### config.mk
export PLATFORM = sky130hd
export DESIGN_NAME = position_slew_ramp_core
export DESIGN_NICKNAME = d
export VERILOG_FILES = /design/src/rtl/psr_pkg.sv /design/src/rtl/psr_div.sv /design/src/rtl/position_slew_ramp_core.sv
export SDC_FILE = /design/constraint.sdc
export NUM_CORES = 2
export LEC_CHECK = 0
export BUFFER_PORTS_ARGS = -buffer_cell sky130_fd_sc_hd__buf_2
export CAP_MARGIN = 20
export CORE_MARGIN = 4
export CORE_UTILIZATION = 58
export DETAILED_ROUTE_END_ITERATION = 10
export HOLD_SLACK_MARGIN = 0.06
export PLACE_DENSITY = 0.8
export RECOVER_POWER = 50
export SYNTH_ARGS = -nofsm -noshare
export SYNTH_HDL_FRONTEND = slang
export SYNTH_SLANG_ARGS = --single-unit
### constraint.sdc
create_clock -name aclk -period 13.9 [get_ports aclk]
set_input_delay 2.085 -clock aclk [delete_from_list [all_inputs] [get_ports aclk]]
set_output_delay 2.085 -clock aclk [all_outputs]
set_load 0.1 [all_outputs]
### src/rtl/psr_pkg.sv
package psr_pkg;

    // Field widths
    localparam int POS_W    = 14;
    localparam int SPEED_W  = 16;
    localparam int FUNC_W   = 2;
    localparam int BRIGHT_W = 8;
    localparam int SECS_W   = 16;

    // The step is at most 65535/10, so it fits in 13 bits
    localparam int STEP_W   = 13;

    // Remaining-time dividend: distance*100, at most 1000000
    localparam int MS_W     = 20;
    localparam int DIV_ITER = MS_W;
    localparam int CNT_W    = $clog2(DIV_ITER + 1);

    localparam logic [POS_W-1:0] POS_MAX = POS_W'(10000);

    // Request codes
    localparam logic [FUNC_W-1:0] FUNC_TICK  = 2'd0;
    localparam logic [FUNC_W-1:0] FUNC_START = 2'd1;
    localparam logic [FUNC_W-1:0] FUNC_STOP  = 2'd2;

    // Result kinds
    localparam logic EVT_UPDATE  = 1'b0;
    localparam logic EVT_STOPPED = 1'b1;

    // Scale of distance per tick (100 ms)
    localparam logic [6:0] TICK_SCALE = 7'd100;

    // floor(x/10) for any 16-bit x: (x*52429) >> 19
    localparam int                STEP_RECIP_W = 17;
    localparam logic [16:0]       STEP_RECIP   = 17'd52429;
    localparam int                STEP_SHIFT   = 19;

    // floor(x/1000) for x below 2^20: (x*1073742) >> 30
    localparam int                SEC_RECIP_W  = 21;
    localparam logic [20:0]       SEC_RECIP    = 21'd1073742;
    localparam int                SEC_SHIFT    = 30;
    localparam logic [MS_W:0]     SEC_BIAS     = 21'd999;
    localparam logic [SECS_W-1:0] SECS_NO_STEP = 16'hFFFF;

    // floor(y/10000) for y below 2^22: (y*1717987) >> 34
    localparam int                BRI_Y_W      = 22;
    localparam int                BRI_RECIP_W  = 21;
    localparam logic [20:0]       BRI_RECIP    = 21'd1717987;
    localparam int                BRI_SHIFT    = 34;
    localparam logic [7:0]        BRI_SCALE    = 8'd255;
    localparam logic [BRI_Y_W-1:0] BRI_BIAS    = 22'd5000;

    typedef struct packed {
        logic              start;
        logic [MS_W-1:0]   num;
        logic [STEP_W-1:0] den;
    } psr_div_req_t;

    typedef struct packed {
        logic            done;
        logic [MS_W-1:0] quotient;
    } psr_div_rsp_t;

endpackage

### src/rtl/psr_div.sv
module psr_div (
    input  logic                 aclk,
    input  logic                 aresetn,
    input  psr_pkg::psr_div_req_t req,
    output psr_pkg::psr_div_rsp_t rsp
);

    logic                         busy_reg, busy_next;
    logic                         done_reg, done_next;
    logic [psr_pkg::CNT_W-1:0]    cnt_reg, cnt_next;
    logic [psr_pkg::STEP_W-1:0]   rem_reg, rem_next;
    logic [psr_pkg::STEP_W-1:0]   den_reg, den_next;
    logic [psr_pkg::MS_W-1:0]     quo_reg, quo_next;

    logic [psr_pkg::STEP_W:0]     shifted;
    logic [psr_pkg::STEP_W:0]     diff;
    logic                         fits;

    // One restoring step per cycle: shift in the next dividend bit, subtract if it fits
    assign shifted = {rem_reg, quo_reg[psr_pkg::MS_W-1]};
    assign diff    = shifted - {1'b0, den_reg};
    assign fits    = shifted >= {1'b0, den_reg};

    always_comb begin
        busy_next = busy_reg;
        done_next = 1'b0;
        cnt_next  = cnt_reg;
        rem_next  = rem_reg;
        den_next  = den_reg;
        quo_next  = quo_reg;
        if (req.start) begin
            busy_next = 1'b1;
            cnt_next  = psr_pkg::CNT_W'(psr_pkg::DIV_ITER);
            rem_next  = '0;
            den_next  = req.den;
            quo_next  = req.num;
        end else if (busy_reg) begin
            rem_next = fits ? diff[psr_pkg::STEP_W-1:0] : shifted[psr_pkg::STEP_W-1:0];
            quo_next = {quo_reg[psr_pkg::MS_W-2:0], fits};
            cnt_next = cnt_reg - 1'b1;
            if (cnt_reg == psr_pkg::CNT_W'(1)) begin
                busy_next = 1'b0;
                done_next = 1'b1;
            end
        end
    end

    always_ff @(posedge aclk) begin
        if (!aresetn) begin
            busy_reg <= 1'b0;
            done_reg <= 1'b0;
            cnt_reg  <= '0;
        end else begin
            busy_reg <= busy_next;
            done_reg <= done_next;
            cnt_reg  <= cnt_next;
        end
        rem_reg <= rem_next;
        den_reg <= den_next;
        quo_reg <= quo_next;
    end

    assign rsp.done     = done_reg;
    assign rsp.quotient = quo_reg;

endmodule

### src/rtl/position_slew_ramp_core.sv
// Slew-rate limited position ramp.
// Input channel (s_valid/s_ready): one request per accepted item. A start request
// loads the target (saturated to 10000) and the speed and begins moving; a tick
// request advances the position by speed/10 toward the target; a stop request
// halts and reports the position. Selector three is dropped.
// Result channel (m_valid/m_ready): one result per stop request and per tick while
// moving: either an update (position, brightness, seconds left, just-started flag)
// or a stopped report on arrival. Start and idle ticks produce no result.
// A tick that leaves the position short of the target passes through the step,
// divide, seconds and emit states; the restoring divider forms distance*100/step.
// Arrival and zero step go from the step state to emit; a stop goes from idle to emit.
// s_ready is high only while the sequencer is idle; the sequencer returns to idle
// on the same edge that registers the result.
// A stalled receiver holds the result in the output register; the block still
// accepts further requests until one yields a result, and holds that result at the
// final state until the output register frees up.
// Reset (aresetn low, synchronous) clears the position, target, step and the
// moving flag, and drops any pending result.
module position_slew_ramp_core (
    input  logic                           aclk,
    input  logic                           aresetn,

    input  logic                           s_valid,
    output logic                           s_ready,
    input  logic [psr_pkg::FUNC_W-1:0]     s_func,
    input  logic [psr_pkg::POS_W-1:0]      s_target_position,
    input  logic [psr_pkg::SPEED_W-1:0]    s_move_speed,

    output logic                           m_valid,
    input  logic                           m_ready,
    output logic                           m_event_kind,
    output logic [psr_pkg::POS_W-1:0]      m_position,
    output logic [psr_pkg::BRIGHT_W-1:0]   m_brightness,
    output logic [psr_pkg::SECS_W-1:0]     m_time_left_s,
    output logic                           m_just_started
);

    localparam logic [2:0] ST_IDLE = 3'd0;
    localparam logic [2:0] ST_STEP = 3'd1;
    localparam logic [2:0] ST_DIV  = 3'd2;
    localparam logic [2:0] ST_SECS = 3'd3;
    localparam logic [2:0] ST_EMIT = 3'd4;

    localparam int STEP_PROD_W = psr_pkg::SPEED_W + psr_pkg::STEP_RECIP_W;
    localparam int SEC_PROD_W  = psr_pkg::MS_W + 1 + psr_pkg::SEC_RECIP_W;
    localparam int BRI_PROD_W  = psr_pkg::BRI_Y_W + psr_pkg::BRI_RECIP_W;
    localparam int NUM_W       = psr_pkg::POS_W + 7;

    logic [2:0]                    state_reg, state_next;
    logic [psr_pkg::POS_W-1:0]     cur_pos_reg, cur_pos_next;
    logic [psr_pkg::POS_W-1:0]     tgt_pos_reg, tgt_pos_next;
    logic [psr_pkg::STEP_W-1:0]    step_reg, step_next;
    logic                          moving_reg, moving_next;
    logic                          first_reg, first_next;
    logic                          kind_reg, kind_next;
    logic [psr_pkg::SECS_W-1:0]    secs_reg, secs_next;
    logic                          just_reg, just_next;

    logic                          m_valid_reg, m_valid_next;
    logic                          m_kind_reg, m_kind_next;
    logic [psr_pkg::POS_W-1:0]     m_pos_reg, m_pos_next;
    logic [psr_pkg::BRIGHT_W-1:0]  m_bright_reg, m_bright_next;
    logic [psr_pkg::SECS_W-1:0]    m_secs_reg, m_secs_next;
    logic                          m_just_reg, m_just_next;

    logic                          s_accept;
    logic                          out_free;

    logic [psr_pkg::POS_W-1:0]     tgt_sat;
    logic [STEP_PROD_W-1:0]        step_prod;

    logic                          going_up;
    logic [psr_pkg::POS_W-1:0]     dist_abs;
    logic                          arrive;
    logic [NUM_W-1:0]              num_full;

    logic [psr_pkg::MS_W:0]        ms_biased;
    logic [SEC_PROD_W-1:0]         sec_prod;

    logic [psr_pkg::BRI_Y_W-1:0]   bri_y;
    logic [BRI_PROD_W-1:0]         bri_prod;

    psr_pkg::psr_div_req_t         div_req;
    psr_pkg::psr_div_rsp_t         div_rsp;

    psr_div u_div (
        .aclk    (aclk),
        .aresetn (aresetn),
        .req     (div_req),
        .rsp     (div_rsp)
    );

    assign s_ready  = state_reg == ST_IDLE;
    assign s_accept = s_valid && s_ready;
    assign out_free = !m_valid_reg || m_ready;

    // Start: saturate the target, and form step = speed/10 by reciprocal multiply
    assign tgt_sat   = (s_target_position > psr_pkg::POS_MAX) ? psr_pkg::POS_MAX
                                                              : s_target_position;
    assign step_prod = STEP_PROD_W'(s_move_speed) * STEP_PROD_W'(psr_pkg::STEP_RECIP);

    // Tick: distance before this step, and whether this step reaches the target
    assign going_up = cur_pos_reg <= tgt_pos_reg;
    assign dist_abs = going_up ? (tgt_pos_reg - cur_pos_reg) : (cur_pos_reg - tgt_pos_reg);
    assign arrive   = {1'b0, step_reg} >= dist_abs;
    assign num_full = NUM_W'(dist_abs) * NUM_W'(psr_pkg::TICK_SCALE);

    // Seconds left: ceil(ms/1000) as floor((ms+999)/1000)
    assign ms_biased = {1'b0, div_rsp.quotient} + psr_pkg::SEC_BIAS;
    assign sec_prod  = SEC_PROD_W'(ms_biased) * SEC_PROD_W'(psr_pkg::SEC_RECIP);

    // Brightness: round(pos*255/10000)
    assign bri_y    = psr_pkg::BRI_Y_W'(cur_pos_reg) * psr_pkg::BRI_Y_W'(psr_pkg::BRI_SCALE)
                    + psr_pkg::BRI_BIAS;
    assign bri_prod = BRI_PROD_W'(bri_y) * BRI_PROD_W'(psr_pkg::BRI_RECIP);

    always_comb begin
        state_next    = state_reg;
        cur_pos_next  = cur_pos_reg;
        tgt_pos_next  = tgt_pos_reg;
        step_next     = step_reg;
        moving_next   = moving_reg;
        first_next    = first_reg;
        kind_next     = kind_reg;
        secs_next     = secs_reg;
        just_next     = just_reg;

        m_valid_next  = m_valid_reg;
        m_kind_next   = m_kind_reg;
        m_pos_next    = m_pos_reg;
        m_bright_next = m_bright_reg;
        m_secs_next   = m_secs_reg;
        m_just_next   = m_just_reg;

        div_req.start = 1'b0;
        div_req.num   = psr_pkg::MS_W'(num_full);
        div_req.den   = step_reg;

        // Drop the result once the receiver takes it
        if (m_valid_reg && m_ready) begin
            m_valid_next = 1'b0;
        end

        unique case (state_reg)
            ST_IDLE: begin
                if (s_accept) begin
                    case (s_func)
                        psr_pkg::FUNC_START: begin
                            tgt_pos_next = tgt_sat;
                            step_next    = step_prod[psr_pkg::STEP_SHIFT +: psr_pkg::STEP_W];
                            moving_next  = 1'b1;
                            first_next   = 1'b1;
                        end
                        psr_pkg::FUNC_STOP: begin
                            moving_next = 1'b0;
                            kind_next   = psr_pkg::EVT_STOPPED;
                            secs_next   = '0;
                            just_next   = 1'b0;
                            state_next  = ST_EMIT;
                        end
                        psr_pkg::FUNC_TICK: begin
                            if (moving_reg) begin
                                state_next = ST_STEP;
                            end
                        end
                        default: begin
                        end
                    endcase
                end
            end
            ST_STEP: begin
                if (arrive) begin
                    // Snap to the target and report arrival
                    cur_pos_next = tgt_pos_reg;
                    moving_next  = 1'b0;
                    kind_next    = psr_pkg::EVT_STOPPED;
                    secs_next    = '0;
                    just_next    = 1'b0;
                    state_next   = ST_EMIT;
                end else begin
                    cur_pos_next = going_up ? (cur_pos_reg + psr_pkg::POS_W'(step_reg))
                                            : (cur_pos_reg - psr_pkg::POS_W'(step_reg));
                    kind_next    = psr_pkg::EVT_UPDATE;
                    just_next    = first_reg;
                    first_next   = 1'b0;
                    if (step_reg == '0) begin
                        // No progress possible: report the saturated time
                        secs_next  = psr_pkg::SECS_NO_STEP;
                        state_next = ST_EMIT;
                    end else begin
                        div_req.start = 1'b1;
                        state_next    = ST_DIV;
                    end
                end
            end
            ST_DIV: begin
                if (div_rsp.done) begin
                    state_next = ST_SECS;
                end
            end
            ST_SECS: begin
                secs_next  = psr_pkg::SECS_W'(sec_prod >> psr_pkg::SEC_SHIFT);
                state_next = ST_EMIT;
            end
            ST_EMIT: begin
                // Hold here until the output register can take the result
                if (out_free) begin
                    m_valid_next  = 1'b1;
                    m_kind_next   = kind_reg;
                    m_pos_next    = cur_pos_reg;
                    m_bright_next = psr_pkg::BRIGHT_W'(bri_prod >> psr_pkg::BRI_SHIFT);
                    m_secs_next   = secs_reg;
                    m_just_next   = just_reg;
                    state_next    = ST_IDLE;
                end
            end
            default: begin
                state_next = ST_IDLE;
            end
        endcase
    end

    always_ff @(posedge aclk) begin
        if (!aresetn) begin
            state_reg   <= ST_IDLE;
            cur_pos_reg <= '0;
            tgt_pos_reg <= '0;
            step_reg    <= '0;
            moving_reg  <= 1'b0;
            first_reg   <= 1'b0;
            m_valid_reg <= 1'b0;
        end else begin
            state_reg   <= state_next;
            cur_pos_reg <= cur_pos_next;
            tgt_pos_reg <= tgt_pos_next;
            step_reg    <= step_next;
            moving_reg  <= moving_next;
            first_reg   <= first_next;
            m_valid_reg <= m_valid_next;
        end
        kind_reg     <= kind_next;
        secs_reg     <= secs_next;
        just_reg     <= just_next;
        m_kind_reg   <= m_kind_next;
        m_pos_reg    <= m_pos_next;
        m_bright_reg <= m_bright_next;
        m_secs_reg   <= m_secs_next;
        m_just_reg   <= m_just_next;
    end

    assign m_valid        = m_valid_reg;
    assign m_event_kind   = m_kind_reg;
    assign m_position     = m_pos_reg;
    assign m_brightness   = m_bright_reg;
    assign m_time_left_s  = m_secs_reg;
    assign m_just_started = m_just_reg;

endmodule

# Yosys cells after proc, flatten, opt, wreduce, memory -nomap -nowiden
# Index checks and enable logic that the tools add are counted.
[op_classes]
addsub = 8
multipliers = 5
magnitude_cmp = 4
n_eq_ne = 18
n_mux = 48
bitwise = 2
reduce_logical = 19
[ops]
columns = ["cell", "n"]
rows = [
  ["$mux W16", 4],
  ["$mux W14", 4],
  ["$pmux W16 S3", 1],
  ["$mul A22 B21 Y42 const B", 1],
  ["$mul A21 B20 Y41 const B", 1],
  ["$mux W20", 2],
  ["$mul A16 B16 Y32 const B", 1],
  ["$sub A14 B14 Y14", 2],
  ["$add A22 B13 Y22 const B", 1],
  ["$mul A14 B8 Y22 const B", 1],
  ["$add A20 B10 Y21 const B", 1],
  ["$mux W1", 21],
  ["$mul A14 B5 Y18 const B", 1],
  ["$mux W3", 6],
  ["$pmux W3 S5", 1],
  ["$add A14 B13 Y14", 1],
  ["$ge A13 B14 Y1", 1],
  ["$ge A14 B13 Y1", 1],
  ["$gt A14 B14 Y1 const B", 1],
  ["$le A14 B14 Y1", 1],
  ["$sub A14 B13 Y14", 1],
  ["$logic_not A13 Y1", 1],
  ["$mux W13", 1],
  ["$sub A13 B13 Y13", 1],
  ["28 further kinds", 47],
]
[word_totals]
reg_bits = 158
out_inout_bits = 42
elab_cells = 127

# Logic depth before layout (Yosys ltp)
[logic_depth]
ltp_word = 6
depth_mapped = 40
mapped_depth_nobuf = 40

# Hierarchy
# From an unflattened synthesis, not the netlist that was laid out.
[unflattened]
hier_cells = 3053
area_unflattened_um2 = 30136.4
[by_module_without_submodules]
columns = ["module", "n_inst", "cells_each", "area_each_um2"]
rows = [
  ["position_slew_ramp_core", 1, 2785, 27271.2],
  ["psr_div", 1, 268, 2865.2],
]

# Worst setup path after synthesis
# Ideal clock, no wire load.
[synth_path]
path_type = "register -> register"
start = "register cur_pos_reg[5] in the netlist's numbering"
end = "register m_bright_reg, in the netlist m_brightness[7], data pin"
setup_time_ns = 0.260
arrival_time_ns = 9.587
path_slack_ns = 4.053
stages_incl_launch_ff = 39
path_buffers = 0
synth_period_minus_slack_ns = 9.847
path_cell_list = "dfxtp_1 -> inv_1 -> fa_1 -> inv_1 -> fa_1 -> fa_1 -> inv_1 -> fa_1 -> inv_1 -> ha_1 -> o21ai_0 -> o21ai_0 -> nand2_1 -> o21ai_0 -> o21a_1 -> nor2_1 -> xnor2_1 -> ha_1 -> [3 not listed] -> fa_1 -> inv_1 -> fa_1 -> fa_1 -> inv_1 -> fa_1 -> inv_1 -> ha_1 -> a211o_1 -> o211ai_1 -> a21oi_1 -> o211ai_1 -> nand3_1 -> a21oi_1 -> o31ai_1 -> a211o_1 -> a21oi_1 -> xnor2_1"
[synth_between]
elab_chain_len = 3
[synth_rtl]
columns = ["item", "line", "source"]
rows = [
  ["from (decl)", "position_slew_ramp_core.sv:50", "logic [psr_pkg::POS_W-1:0] cur_pos_reg, cur_pos_next;"],
  ["from (signal assigned)", "position_slew_ramp_core.sv:234", "cur_pos_reg <= cur_pos_next;"],
  ["$mul A14 B8 Y22", "position_slew_ramp_core.sv:113", "assign bri_y = psr_pkg::BRI_Y_W'(cur_pos_reg) * psr_pkg::BRI_Y_W'(psr_pkg::BRI_SCALE)"],
  ["$add A22 B13 Y22", "position_slew_ramp_core.sv:114", "+ psr_pkg::BRI_BIAS;"],
  ["$mul A22 B21 Y42", "position_slew_ramp_core.sv:115", "assign bri_prod = BRI_PROD_W'(bri_y) * BRI_PROD_W'(psr_pkg::BRI_RECIP);"],
  ["net bri_prod[41]", "position_slew_ramp_core.sv:81", "logic [BRI_PROD_W-1:0] bri_prod;"],
  ["to (signal assigned)", "position_slew_ramp_core.sv:246", "m_bright_reg <= m_bright_next;"],
  ["to (decl)", "position_slew_ramp_core.sv:62", "logic [psr_pkg::BRIGHT_W-1:0] m_bright_reg, m_bright_next;"],
]
# The timed path passes the listed nets, and every way through them passes these cells.
# A chain may end at the register's enable or synchronous reset.

# Worst setup path after layout
# Ends and elaborated chain as after synthesis.

==> metrics <==
cell leakage power=16.8 nW; NumNets Final=4,209; post-CTS sizing=0; crit path launch type=flop; Worst slew margin=-75.4%; Starting Density=59.0%; Peak VDD IR=0.184 mV; row cnt=82; R2R Path End=m_brightness[7]; DRC=0; final WL=66.9 mm; placed insts=3,748; setup tns final=0 ps; Post-synth EDFFs=83; CORE AREA=50,500 sq um; hold_ws=426 ps; Final setup viols=0; clk slew on worst S/H paths=90 ps; vias post-DR=20.8k; Avg Cell Area, Syn=9.85 sq um; DP Area=31,000 sq um; synthesized cell area=29,800 sq um; hold buffer count at cts=0; clk sinks=152; IO Port Bufs=77; GPL Wtd Cong=0.969; Post-Synth Simple-Gate Area=6.52%; Critical Path AT=11,300 ps; worst slack, placed=2890 ps; Area Growth Syn to Fin=5.91%; adder-cell share of the synthesized area=55.8%; asr flop ratio synth=0%; HP Class=reg2reg; pwr/cell area=167 nW/um^2; vias per cell=5.51; xor/xnor share of the synthesized area=4.20%; Max Buffers Root-to-Sink=2; FF+latch count, synth=152; largest family of logic cells by synthesized area=adder cells; post-synthesis instance total=3,022; sequential power share=10.4%; final hold violations=0; Skew-Pair Late Insertion Delay=500 ps; Final Cycle Share=79.4%; layout cells sized above 1=3.79%; worst r2r src=cur_pos_reg[5]; Cell variety after synth=74; max-slew violation count=99; Non-Filler Instances=3,782; failing checks=capacitance limit, slew limit; Clock Tree Root=clkbuf_16; total congestion overflow=0; GRT Total Usage=25.5%; TritonCTS clock tree=yes; switching share of total power=50.9%; CP Max Fanout=9; global-route wire length before repair=110 mm; I/O pins=78; number of global-route vias before repair=21.7k; first-pass iteration count of the detailed router=5; Die H=235 um; n_diodes=0; Iteration-0 DRC Markers=1,324; max FFs per register=20; max cap viols=2; Min Clock Period, post-route=11,040 ps; initial antenna violation count=1; mux contribution to synthesized area=1.53%; NetSw=2.68 mW; DIE AREA=55,000 sq um; post-CTS setup buffer count=0; Post-Syn Nets=4,134; wire length per cell=17.7 um; largest net degree at the start of global routing=61; status=finished with violations; Warnings, synthesis=0; CTS Buf Count=17; Worst Clk Skew=23.0 ps; Critical Path RT=14,150 ps; Die W=235 um; worst setup path start=cur_pos_reg[5]; Synth Area in Compound Gates=8.27%; critical path type=reg2reg; slowest CP cell=fa_1; ANT nets after route=0; post-DP HPWL=57.2 mm; Clk network pwr share=9.4%; Seq/Total Area, Yosys=13.0%; RSZ-0062 raised after global routing=false; Critical Path Sink=m_brightness[7]; most frequent CP cell=fa_1; Worst Max-Slew Pin Slew=2630 ps; Register-to-Register Path Depth=38; R2R setup slack=2860 ps; Max Freq=0.0906 GHz; Worst path max stage delay=570 ps; Main synth FF type=edfxtp_1; H-tree Lvls=4; design area=31,500 sq um; CP endpoint kind=flop; Gate power share=80.2%; internal power=2.59 mW; PnR worst setup slack=2860 ps
metrics by stage:
stage / util, % / power, mW
floorplan: - / 3.72
detailed placement: 61.3 / 4.73
global route: 62.5 / 5.99
CTS: 62.5 / 5.29
global placement: 61.3 / 4.61
finish: 62.5 / 5.27
layout make-up:
cell class,instances,area [sq um]
inverters,795,2980
clock buffers,18,450
repair buffers,97,483
well taps,672,841
flip-flops and latches,152,3870
fillers,4040,19000
clock inverters,14,153
multi-input cells,2034,22700
cell usage in the layout, fill, tap and decap left out, drive strengths merged, types with 7 or more instances in the layout:
master and n:
xor2 48, nand2 109, and2 14, dfxtp 69, a31oi 7, o21ai 93
ha 657, a22oi 7, mux2i 40, nor2b 26, a21o 34, buf 53
fa 419, o21bai 11, nand3b 7, o31ai 15, and3 10, clkbuf 62
nor3 28, a211oi 25, or3 9, nand4 17, nand3 35, nand2b 15
or2 7, nor2 92, xnor2 94, o21a 18, o211ai 10, inv 802
a21oi 99, edfxtp 83, clkinv 7, a21boi 9
how the worst min path moves through the flow:
stage | cells after the start | to | from
6_report | 0 | m_time_left_s[3] | secs_reg[3]
5_1_grt | 0 | m_time_left_s[9] | secs_reg[9]
4_1_cts | 0 | m_time_left_s[9] | secs_reg[9]
3_5_place_dp | 0 | m_time_left_s[4] | secs_reg[4]
3_3_place_gp | 0 | m_time_left_s[4] | secs_reg[4]
2_1_floorplan | 0 | m_event_kind | kind_reg
critical path: cells and delay by family, from the launching register on:
family / cells / cell delay, ps
fa+ha+maj: 13 / 6250
compound gates: 12 / 2640
buf+inv: 8 / 570
flops: 1 / 560
xor+xnor: 2 / 460
simple gates: 3 / 290
synthesized netlist by cell type, types with 28 or more instances:
cell / instances / area share, %
inv_1: 794 / 10
ha_1: 657 / 28
fa_1: 419 / 28
nand2_1: 109 / 1.4
a21oi_1: 99 / 1.7
xnor2_1: 93 / 2.7
nor2_1: 90 / 1.1
o21ai_0: 90 / 1.5
edfxtp_1: 83 / 8.4
dfxtp_1: 69 / 4.6
xor2_1: 48 / 1.4
mux2i_1: 40 / 1.3
nand3_1: 35 / 0.59
a21o_1: 34 / 0.86
clkbuf_1: 28 / 0.35
nor3_1: 28 / 0.47
power groups by stage:
stage               registers [mW]  clock network [mW]  logic [mW]
finish                       0.547               0.496        4.23
global route                 0.551               0.520        4.92
CTS                          0.546               0.504        4.24
detailed placement           0.556                   0        4.18
global placement             0.556                   0        4.05
floorplan                    0.555                   0        3.17
per-layer routing:
metal | part of all wire (%) | track usage (%) | up-vias | routed length, um
li1 | - | - | 9933 | -
met1 | 43 | 34.2 | 10100 | 28900
met2 | 47 | 41.4 | 628 | 31200
met3 | 7.2 | 5.70 | 117 | 4830
met4 | 2.9 | 8.31 | 0 | 1960
met5 | 0 | 0 | - | 0
cell families (layout without fill, tap and decap cells):
kind of cell             after synthesis  in the layout
AO/OA/AOI/OAI                        378            378
adder cells (fa/ha/maj)             1076           1076
flip-flops                           152            152
XOR/XNOR                             142            142
multiplexers                          45             45
AND/OR/NAND/NOR                      393            393
buffers and inverters                836            924
No activity file was read; power rests on OpenSTA's default activity.
